### config.mk
export PLATFORM = sky130hd
export DESIGN_NAME = multi_mode_timer_relay
export DESIGN_NICKNAME = d
export VERILOG_FILES = /design/src/sv/mmtr_pkg.sv /design/src/sv/multi_mode_timer_relay.sv
export VERILOG_INCLUDE_DIRS = /design/src /design/src/sv
export SDC_FILE = /design/constraint.sdc
export NUM_CORES = 1
export LEC_CHECK = 0
export ABC_AREA = 1
export BUFFER_PORTS_ARGS = -buffer_cell sky130_fd_sc_hd__buf_4
export CORE_UTILIZATION = 25
export DETAILED_ROUTE_END_ITERATION = 10
export REMOVE_ABC_BUFFERS = 1
export SLEW_MARGIN = 30
export SYNTH_ARGS = -nofsm -noshare
export SYNTH_HDL_FRONTEND = slang
export SYNTH_SLANG_ARGS = --single-unit
export TNS_END_PERCENT = 1
### constraint.sdc
create_clock -name clk_i -period 4.13 [get_ports clk_i]
set_clock_uncertainty 0.15 [all_clocks]
set_input_delay 0.2065 -clock clk_i [delete_from_list [all_inputs] [get_ports clk_i]]
set_output_delay 0.2065 -clock clk_i [all_outputs]
set_load 0.005 [all_outputs]
### src/sv/multi_mode_timer_relay_defines.svh
// Assertion macros shared by the timer relay RTL.
// Included by modules that carry concurrent checks; needs clk_i and rst_ni in scope.
`ifndef MULTI_MODE_TIMER_RELAY_DEFINES_SVH
`define MULTI_MODE_TIMER_RELAY_DEFINES_SVH

// Check that is switched off while reset is held.
`define MMTR_ASSERT(lbl, prop, msg) \
  lbl: assert property (@(posedge clk_i) disable iff (!rst_ni) prop) else $error(msg);

// Check that also holds during reset.
`define MMTR_ASSERT_ALWAYS(lbl, prop, msg) \
  lbl: assert property (@(posedge clk_i) prop) else $error(msg);

`endif

### src/sv/mmtr_pkg.sv
// Types and constants for the multi-mode timer relay.
// No dependencies; imported by multi_mode_timer_relay.
package mmtr_pkg;

  typedef enum logic [1:0] {
    MODE_ON_DELAY = 2'd0,
    MODE_FLICKER  = 2'd1,
    MODE_INTERVAL = 2'd2,
    MODE_DUTY     = 2'd3
  } timer_mode_e;

  localparam logic [1:0] REG_TIMER_MODE = 2'd0;
  localparam logic [1:0] REG_TIME_LIMIT = 2'd1;
  localparam logic [1:0] REG_ON_DUTY    = 2'd2;

  localparam int unsigned UNIT_W = 7;
  localparam logic [UNIT_W-1:0] UNIT_MAX        = 7'd99;
  localparam logic [UNIT_W-1:0] TIME_LIMIT_RST  = 7'd5;
  localparam logic [UNIT_W-1:0] ON_DUTY_RST     = 7'd2;

endpackage

### src/sv/multi_mode_timer_relay.sv
// Multi-mode timer relay: on-delay, flicker, interval and duty-cycle modes.
// Uses mmtr_pkg and the assertion macros in multi_mode_timer_relay_defines.svh.
//
// Channel   Direction  Content
// s_axis    in         tick, start, reset and gate sample, one per item
// m_axis    out        relay, timing flag, whole units, hundredths
// cfg       in         register write: index and 7-bit data
//
// Each result is registered on acceptance and shown in the next cycle; a new item is
// taken every cycle that the output register is empty or being drained.
// rst_ni clears the timer state, the registers to their defaults and the output valid.
// A stalled m_axis holds its item and stops s_axis; cfg is always ready.
`include "multi_mode_timer_relay_defines.svh"

module multi_mode_timer_relay
  import mmtr_pkg::*;
#(
  parameter int unsigned TICKS_PER_UNIT = 100
) (
  input  logic        clk_i,
  input  logic        rst_ni,
  input  logic        s_axis_tvalid,
  output logic        s_axis_tready,
  input  logic [7:0]  s_axis_tdata,   // [0] tick, [1] start_in, [2] reset_in, [3] gate_in
  output logic        m_axis_tvalid,
  input  logic        m_axis_tready,
  output logic [15:0] m_axis_tdata,   // [0] relay_on, [1] timing, [8:2] whole_units,
                                      // [15:9] hundredths
  input  logic        cfg_valid_i,
  output logic        cfg_ready_o,
  input  logic [1:0]  cfg_index_i,
  input  logic [6:0]  cfg_data_i
);

  localparam int unsigned FRAC_W = $clog2(TICKS_PER_UNIT);
  localparam logic [FRAC_W-1:0] FRAC_LAST = FRAC_W'(TICKS_PER_UNIT - 1);

  timer_mode_e         mode_q;
  logic [UNIT_W-1:0]   limit_q, duty_q;
  logic                run_q, run_d, arm_q, arm_d, rel_q, rel_d;
  logic                gp_q, gp_d, rsn_q, rsn_d;
  logic [FRAC_W-1:0]   frac_q, frac_d;
  logic [UNIT_W-1:0]   unit_q, unit_d;
  logic                out_valid_q;
  logic [15:0]         out_data_q, out_data_d;
  logic [FRAC_W+6:0]   frac_ext;
  logic                in_acc;
  logic                tick, st, rs, gt;

  assign cfg_ready_o   = 1'b1;
  assign s_axis_tready = !out_valid_q || m_axis_tready;
  assign in_acc        = s_axis_tvalid && s_axis_tready;
  assign m_axis_tvalid = out_valid_q;
  assign m_axis_tdata  = out_data_q;

  assign tick = s_axis_tdata[0];
  assign st   = s_axis_tdata[1];
  assign rs   = s_axis_tdata[2];
  assign gt   = s_axis_tdata[3];

  always_ff @(posedge clk_i or negedge rst_ni) begin
    if (!rst_ni) begin
      mode_q  <= MODE_ON_DELAY;
      limit_q <= TIME_LIMIT_RST;
      duty_q  <= ON_DUTY_RST;
    end else if (cfg_valid_i) begin
      case (cfg_index_i)
        REG_TIMER_MODE: mode_q  <= timer_mode_e'(cfg_data_i[1:0]);
        REG_TIME_LIMIT: limit_q <= cfg_data_i;
        REG_ON_DUTY:    duty_q  <= cfg_data_i;
        default: ;
      endcase
    end
  end

  // One step of the timer. The mode logic may end the step early (reset or
  // gate seen), in which case the tick is not applied.
  always_comb begin
    logic adv;
    adv    = 1'b0;
    run_d  = run_q;
    arm_d  = arm_q;
    rel_d  = rel_q;
    gp_d   = gp_q;
    rsn_d  = rsn_q;
    frac_d = frac_q;
    unit_d = unit_q;

    if (gp_q) begin
      if (!gt) begin
        gp_d = 1'b0;
        if (unit_q != '0 || frac_q != '0) run_d = 1'b1;
        adv = 1'b1;
      end
    end else if (rsn_q) begin
      if (rs) begin
        rel_d  = 1'b0;
        frac_d = '0;
        unit_d = '0;
        run_d  = 1'b0;
      end else begin
        rsn_d = 1'b0;
        if (mode_q == MODE_INTERVAL && st) begin
          run_d = 1'b1;
          rel_d = 1'b1;
        end
        adv = 1'b1;
      end
    end else begin
      adv = 1'b1;
      case (mode_q)
        MODE_ON_DELAY: begin
          if (unit_d >= limit_q) begin
            rel_d = 1'b1;
            run_d = 1'b0;
          end
          if (!arm_d && st && !rs) begin
            run_d = 1'b1;
            arm_d = 1'b1;
          end
        end
        MODE_FLICKER: begin
          if (!arm_d && st && !rs) begin
            run_d = 1'b1;
            arm_d = 1'b1;
          end
          if (!rs && !gt && unit_d > limit_q) begin
            rel_d  = !rel_d;
            frac_d = '0;
            unit_d = '0;
            run_d  = 1'b1;
          end
        end
        MODE_INTERVAL: begin
          if (!arm_d && st) begin
            rel_d  = 1'b1;
            frac_d = '0;
            unit_d = '0;
            run_d  = 1'b1;
            arm_d  = 1'b1;
          end
          if (!st) arm_d = 1'b0;
          if (!rs && !gt && unit_d > limit_q) begin
            frac_d = '0;
            unit_d = '0;
            run_d  = 1'b0;
            rel_d  = 1'b0;
          end
        end
        default: begin
          if (!arm_d && st && !rs) begin
            run_d = 1'b1;
            rel_d = 1'b1;
            arm_d = 1'b1;
          end
          if (unit_d > duty_q) rel_d = 1'b0;
          if (unit_d > limit_q) begin
            rel_d  = 1'b1;
            frac_d = '0;
            unit_d = '0;
            run_d  = 1'b1;
          end
        end
      endcase
      // Reset takes precedence over gate; both end the step without a tick.
      if (rs) begin
        adv    = 1'b0;
        rel_d  = 1'b0;
        frac_d = '0;
        unit_d = '0;
        run_d  = 1'b0;
        if (mode_q != MODE_INTERVAL) arm_d = 1'b0;
        rsn_d  = 1'b1;
      end else if (gt) begin
        adv   = 1'b0;
        run_d = 1'b0;
        gp_d  = 1'b1;
      end
    end

    if (adv && run_d && tick) begin
      if (frac_d == FRAC_LAST) begin
        frac_d = '0;
        if (unit_d < UNIT_MAX) unit_d = unit_d + 1'b1;
      end else begin
        frac_d = frac_d + 1'b1;
      end
    end
  end

  assign frac_ext   = {7'd0, frac_d};
  assign out_data_d = {frac_ext[6:0], unit_d, run_d, rel_d};

  always_ff @(posedge clk_i or negedge rst_ni) begin
    if (!rst_ni) begin
      run_q  <= 1'b0;
      arm_q  <= 1'b0;
      rel_q  <= 1'b0;
      gp_q   <= 1'b0;
      rsn_q  <= 1'b0;
      frac_q <= '0;
      unit_q <= '0;
    end else if (in_acc) begin
      run_q  <= run_d;
      arm_q  <= arm_d;
      rel_q  <= rel_d;
      gp_q   <= gp_d;
      rsn_q  <= rsn_d;
      frac_q <= frac_d;
      unit_q <= unit_d;
    end
  end

  always_ff @(posedge clk_i or negedge rst_ni) begin
    if (!rst_ni) begin
      out_valid_q <= 1'b0;
    end else if (s_axis_tready) begin
      out_valid_q <= s_axis_tvalid;
    end
  end

  always_ff @(posedge clk_i) begin
    if (in_acc) out_data_q <= out_data_d;
  end

  `MMTR_ASSERT(unit_in_range_a, unit_q <= UNIT_MAX, "whole units beyond saturation")
  `MMTR_ASSERT(frac_in_range_a, frac_q <= FRAC_LAST, "hundredths beyond rollover")
  `MMTR_ASSERT(gate_stops_time_a, gp_q |-> !run_q, "time runs while gate paused")
  `MMTR_ASSERT_ALWAYS(accept_gives_out_a, rst_ni && in_acc |=> !rst_ni || m_axis_tvalid,
                      "accepted item produced no result")

endmodule
# Word-level counts from Yosys, hierarchy flattened
# Cells that the tools add are included.
[word_totals]
ff_bits = 52
latch_bits = 0
mem_bits_rw = 0
rom_bits = 0
input_bits = 22
output_inout_bits = 19
wordCells = 123
n_memories = 0
[classes]
addsub = 2
n_mul = 0
div = 0
magnitude_cmp = 5
eq_ne = 6
shifts = 0
mux = 71
n_bitwise = 2
reduce_logical = 25
[op_table]
columns = ["op", "count"]
rows = [
  ["two-way mux 7 bit", 24],
  ["two-way mux 1 bit", 43],
  ["case mux 7 bit (3 select lines)", 2],
  ["greater-than comparator 7 bit", 3],
  ["adder 7 x 1 -> 7 bit, second input constant", 2],
  ["nonzero test 7 bit", 2],
  ["logical AND 1 bit", 9],
  ["AND reduction 2 bit", 4],
  ["== test 7 bit, second input constant", 1],
  ["greater-or-equal comparator 7 bit", 1],
  ["less-than comparator 7 bit, second input constant", 1],
  ["case mux 1 bit (3 select lines)", 2],
  ["zero test 1 bit", 5],
  ["== test 2 x 1 -> 1 bit, second input constant", 2],
  ["== test 2 bit, second input constant", 2],
  ["zero test 2 bit", 2],
  ["AND reduction 3 bit", 1],
  ["logical OR 1 bit", 2],
  ["!= test 2 bit, second input constant", 1],
  ["NOT 1 bit", 2],
]

# Depth between registers and ports, before layout
[logic_depth]
word_depth = 17
ltp_mapped = 27

# Least setup slack after synthesis
# No wires, ideal clock.
[synth_timing]
path_type = "register to register"
from = "register arm_q"
to = "register out_data_q[6] (netlist: m_axis_tdata[6]), data pin"
t_arrival_ps = 2943
required_ps = 3725
setup_slack_ps = 783
path_stages_with_launch = 23
path_buffers = 1
period_less_slack_ps = 3347
path_cell_list = "dfrtp_1 -> nor2_2 -> nor2_1 -> ha_1 -> nand2_1 -> inv_2 -> a21oi_1 -> nand2_2 -> nand3_2 -> nand3_2 -> nand3_2 -> nand2_2 -> nand2_4 -> buf_6 -> nand2_1 -> inv_1 -> ha_1 -> nand4_4 -> nor2_2 -> nand2_1 -> nor2_2 -> nand3_1 -> and2_1"
[synth_via]
elab_chain_cells = 17
[synth_lines]
columns = ["element", "line_no", "rtl"]
rows = [
  ["start, declared", "multi_mode_timer_relay.sv:40", "logic run_q, run_d, arm_q, arm_d, rel_q, rel_d;"],
  ["start signal, assigned", "multi_mode_timer_relay.sv:205", "arm_q <= arm_d;"],
  ["zero test 1 bit (*)", "n/a", ""],
  ["logical AND 1 bit (*)", "n/a", ""],
  ["two-way mux 7 bit", "multi_mode_timer_relay.sv:135", "if (!arm_d && st) begin"],
  ["two-way mux 7 bit", "multi_mode_timer_relay.sv:111", "case (mode_q)"],
  ["two-way mux 7 bit", "multi_mode_timer_relay.sv:95", "end else if (rsn_q) begin"],
  ["two-way mux 7 bit", "multi_mode_timer_relay.sv:89", "if (gp_q) begin"],
  ["greater-than comparator 7 bit", "multi_mode_timer_relay.sv:143", "if (!rs && !gt && unit_d > limit_q) begin"],
  ["logical AND 1 bit", "multi_mode_timer_relay.sv:143", ""],
  ["(+2 left out)", "n/a", ""],
  ["two-way mux 7 bit or two-way mux 1 bit (tied branches)", "multi_mode_timer_relay.sv:166, multi_mode_timer_relay.sv:174", ""],
  ["two-way mux 7 bit or two-way mux 1 bit (tied branches)", "multi_mode_timer_relay.sv:95, multi_mode_timer_relay.sv:166", ""],
  ["two-way mux 7 bit or two-way mux 1 bit (tied branches)", "multi_mode_timer_relay.sv:89, multi_mode_timer_relay.sv:95", ""],
  ["adder 7 x 1 -> 7 bit (tied with other cells)", "multi_mode_timer_relay.sv:184", "if (unit_d < UNIT_MAX) unit_d = unit_d + 1'b1;"],
  ["two-way mux 7 bit or logical AND 1 bit (tied branches)", "multi_mode_timer_relay.sv:184, multi_mode_timer_relay.sv:181", ""],
  ["two-way mux 7 bit or logical AND 1 bit (tied branches)", "multi_mode_timer_relay.sv:182, multi_mode_timer_relay.sv:181", ""],
  ["two-way mux 7 bit (*)", "multi_mode_timer_relay.sv:181", "if (adv && run_d && tick) begin"],
  ["net unit_d[4]", "multi_mode_timer_relay.sv:43", "logic [UNIT_W-1:0] unit_q, unit_d;"],
  ["end signal, assigned", "multi_mode_timer_relay.sv:223", "if (in_acc) out_data_q <= out_data_d;"],
  ["end, declared", "multi_mode_timer_relay.sv:45", "logic [15:0] out_data_q, out_data_d;"],
]
# Mark *: on every way through the listed nets, which the timed path passes. The rest lies on a longest branch. The select of a mux whose other input is x is not followed.
# A chain may end at the register's enable or synchronous reset.

# Worst setup path after layout
[layout_timing]
from = "register arm_q"
to = "register out_data_q[2] (netlist: m_axis_tdata[2]), data pin"
# Same word-level chain as after synthesis.

==> summary.md <==
| Metric | Value |
|---|---|
| Run status | complete, no violations |
| Top cell type's share of synthesized area | 22.9% |
| Number of inserted filler cells in the final layout | 1526 |
| EDFF count, synth | 16 |
| Wire length per cell | 11.7 um |
| Fin crit share | 91.2% |
| Hold WS | 9.65 ps |
| Global-route total usage across every layer | 12.2% |
| Share of layout cells above drive strength 1 | 17.3% |
| Share of synthesized flip-flops with an asynchronous set or reset | 69.2% |
| Startpoint Class | register |
| Maximum root-to-sink buffer count | 2 |
| First-pass GRT wire length | 14400 um |
| Setup repair after global routing missed its margin | false |
| Residual DRC | 0 |
| Die Outline Area | 14900 um^2 |
| Number of antenna violations at the first check in global routing | 0 |
| Arrival time reported for the critical path endpoint | 3660 ps |
| Clock edge transition at the registers on the reported setup and hold paths | 70 ps |
| # placed instances | 698 |
| Hold Fails Final Rpt | 0 |
| Total power density per cell area | 440 nW/um^2 |
| Highest ir drop seen on vdd | 174 uV |
| Top-Level Pins | 41 |
| H-tree depth | 2 |
| Maxcap violations | 0 |
| Most frequently used flop master after synthesis | sky130_fd_sc_hd__dfrtp_1 |
| Area Growth Syn to Fin | 18.0% |
| Count of final setup violators | 0 |
| Number of instances in the synthesized netlist | 488 |
| Category of the critical setup timing path | reg -> reg |
| Slew at the pin closest to its max-slew limit | 679 ps |
| Endpoint kind of the worst setup timing path | register |
| Vias | 3124 |
| Class of the tightest hold or removal check | in -> reg |
| Post-DP Area | 4080 um^2 |
| Global route total overflow | 0 |
| Diodes inserted | 0 |
| Commonest cells after routing, fill and taps aside | sky130_fd_sc_hd__nand2_1 (137), sky130_fd_sc_hd__inv_1 (76), sky130_fd_sc_hd__buf_4 (39), sky130_fd_sc_hd__nand3_1 (38) |
| Number of synthesis warnings | 0 |
| Height of the die | 122 um |
| Dominant cells by area after synthesis | sky130_fd_sc_hd__dfrtp_1 (23%), sky130_fd_sc_hd__nand2_1 (14%), sky130_fd_sc_hd__edfxtp_1 (13%) |
| Min cycle time layout | 3770 ps |
| Most frequent standard cell in the layout excluding fill and tap cells | sky130_fd_sc_hd__nand2_1 |
| Final cell area excluding filler cells | 4260 um^2 |
| Max transition margin | 54.7% |
| Cell area after synthesis | 3610 um^2 |
| Share of the yosys chip area belonging to registers | 38.3% |
| Register bit count reported by yosys | 52 |
| Post-route setup TNS | 0 ps |
| Drt pass-1 iters | 4 |
| TritonCTS clock tree | yes |
| Largest net degree at the start of global routing | 37 |
| Final-stage net count | 571 |
| Site row count | 43 |
| Vias per std cell | 4.42 |
| Required time of the critical path | 4020 ps |
| Number of global-route vias before repair | 3055 |
| Maximum net fanout on the critical path | 12 |
| Later-pin clock latency in the skew report | 290 ps |
| Max-slew violations | 0 |
| Cell with the largest stage delay on the worst path | sky130_fd_sc_hd__dfrtp_1 |
| Most Frequent Cell on Critical Path | sky130_fd_sc_hd__nand3_2 |
| Sum of internal, switching and leakage power | 1.88 mW |
| Post-CTS Setup Repair Bufs | 0 |
| Die boundary width | 122 um |
| Detailed Route Iter0 Violations | 178 |
| Number of buffers inserted by port buffering | 35 |
| Number of library cell types mapped by synthesis | 40 |
| Yosys top cell by area | sky130_fd_sc_hd__dfrtp_1 |
| Pleak | 2.13 nW |
| Inserted Clock Buffers | 5 |
| Clock net sink count | 52 |
| Starting density of the core | 25.8% |
| Root buffer cell | sky130_fd_sc_hd__clkbuf_16 |
| Mean Syn Cell Area | 7.40 um^2 |
| Count of non-filler cells in the finished layout | 707 |
| Core region area | 14000 um^2 |
| Hpwl dp | 6520 um |
| Achievable frequency | 0.265 GHz |
| Worst path cell trace | nor2_4 > nor2_1 > ha_1 > nand2_1 > inv_2 > a21oi_1 > nand2_2 > nand3_2 > nand3_2 > nand3_2 > nand2_2 > nand2_4 > inv_2 > nor2_1 > ha_1 > nand4_4 > nor3_4 > nand3_1 > and2_1 |
| Largest stage delay on the critical path | 410 ps |
| Post-route antenna net violation count | 0 |
| Overall routed net length | 8260 um |
| Final weighted congestion in routability-driven placement | 0.887 |
kinds of logic (layout without fill, tap and decap cells):
| group | Yosys count | in the layout | share of synthesized area [%] |
|---|---|---|---|
| flops | 52 | 52 | 38.3 |
| compound gates | 60 | 60 | 9.25 |
| fa+ha+maj | 23 | 23 | 7.97 |
| xor+xnor | 1 | 1 | 0.243 |
| buf+inv | 93 | 132 | 10.1 |
| other cells | 1 | 1 | 0.104 |
| simple gates | 258 | 258 | 34.0 |
synth_stat cells (2+ instances only):
library cell               number
sky130_fd_sc_hd__a21oi_1       14
sky130_fd_sc_hd__and2_1         4
sky130_fd_sc_hd__buf_2          3
sky130_fd_sc_hd__clkbuf_1       4
sky130_fd_sc_hd__dfrtp_1       33
sky130_fd_sc_hd__dfstp_2        3
sky130_fd_sc_hd__edfxtp_1      16
sky130_fd_sc_hd__ha_1          23
sky130_fd_sc_hd__inv_1         76
sky130_fd_sc_hd__inv_2          7
sky130_fd_sc_hd__nand2_1      137
sky130_fd_sc_hd__nand2_2       11
sky130_fd_sc_hd__nand3_1       38
sky130_fd_sc_hd__nand3_2        8
sky130_fd_sc_hd__nand4_1       11
sky130_fd_sc_hd__nor2_1        29
sky130_fd_sc_hd__nor2_2         6
sky130_fd_sc_hd__nor2_4         3
sky130_fd_sc_hd__nor3_1         4
sky130_fd_sc_hd__nor4_1         2
sky130_fd_sc_hd__o21ai_0       33
sky130_fd_sc_hd__o21ai_1        5
sequential cells by signal, indices dropped and copies added, names as in the netlist, 2 cells and up:
| name | flops |
|---|---|
| duty_q | 7 |
| frac_q | 7 |
| unit_q | 7 |
| mode_q | 2 |
| m_axis_tdata | 16 |
| limit_q | 7 |
area by class of cell:
type / count / area (um^2) / share of cell area (%)
multi-input cells: 343 / 1870 / 43.8
clock inverters: 3 / 42.5 / 0.998
inverters: 84 / 315 / 7.39
flip-flops and latches: 52 / 1390 / 32.5
clock buffers: 5 / 125 / 2.93
repair buffers: 40 / 303 / 7.10
well taps: 180 / 225 / 5.28
metal layers:
layer	global-route usage [%]	routed length [um]
met5	0	0
met4	4.57	139
met3	1.92	289
met2	19.7	3810
met1	16.4	4020
worst max-delay path: cells and delay by family, from the launching register on:
| family | cells | cell delay [ps] |
|---|---|---|
| buffers and inverters | 2 | 140 |
| adders and majority gates | 2 | 630 |
| and+or+nand+nor | 14 | 1990 |
| DFF | 1 | 410 |
| AOI/OAI and AO/OA | 1 | 190 |
repair_timing:
item                                   CTS  global route
resized for setup                        0             1
endpoints found under the hold margin   33             0
setup endpoints to repair                0             6
hold buffers                             1             0
stage by stage:
stage | setup slack (ps) | utilization (%)
global route | 39.4 | 30.5
global placement | 295 | 29.2
detailed placement | 264 | 29.2
floorplan | 777 | -
finish | 362 | 30.5
CTS | 248 | 30.4
power by group:
group          total [mW]  switching [mW]  internal (mW)
Combinational       0.697           0.436          0.261
Clock               0.474           0.189          0.285
Sequential          0.704          0.0740          0.630
Total                1.88           0.699           1.18
path summary, 6_finish.rpt:
| check | start | to | slack, ps | depth (start not counted) |
|---|---|---|---|---|
| max | arm_q$_DFFE_PN0P_ | m_axis_tdata[2]$_DFFE_PP_ | 360 | 19 |
| min | cfg_data_i[2] | limit_q[2]$_DFFE_PN1P_ | 10 | 3 |
| max reg2reg | arm_q$_DFFE_PN0P_ | m_axis_tdata[2]$_DFFE_PP_ | 360 | 19 |
| min reg2reg | duty_q[4]$_DFFE_PN0P_ | duty_q[4]$_DFFE_PN0P_ | 340 | 2 |
| max in group asynchronous | rst_ni | limit_q[0]$_DFFE_PN1P_ | 3210 | 2 |
| min in group asynchronous | rst_ni | duty_q[2]$_DFFE_PN0P_ | 270 | 2 |
No activity file was read; power rests on OpenSTA's default activity.
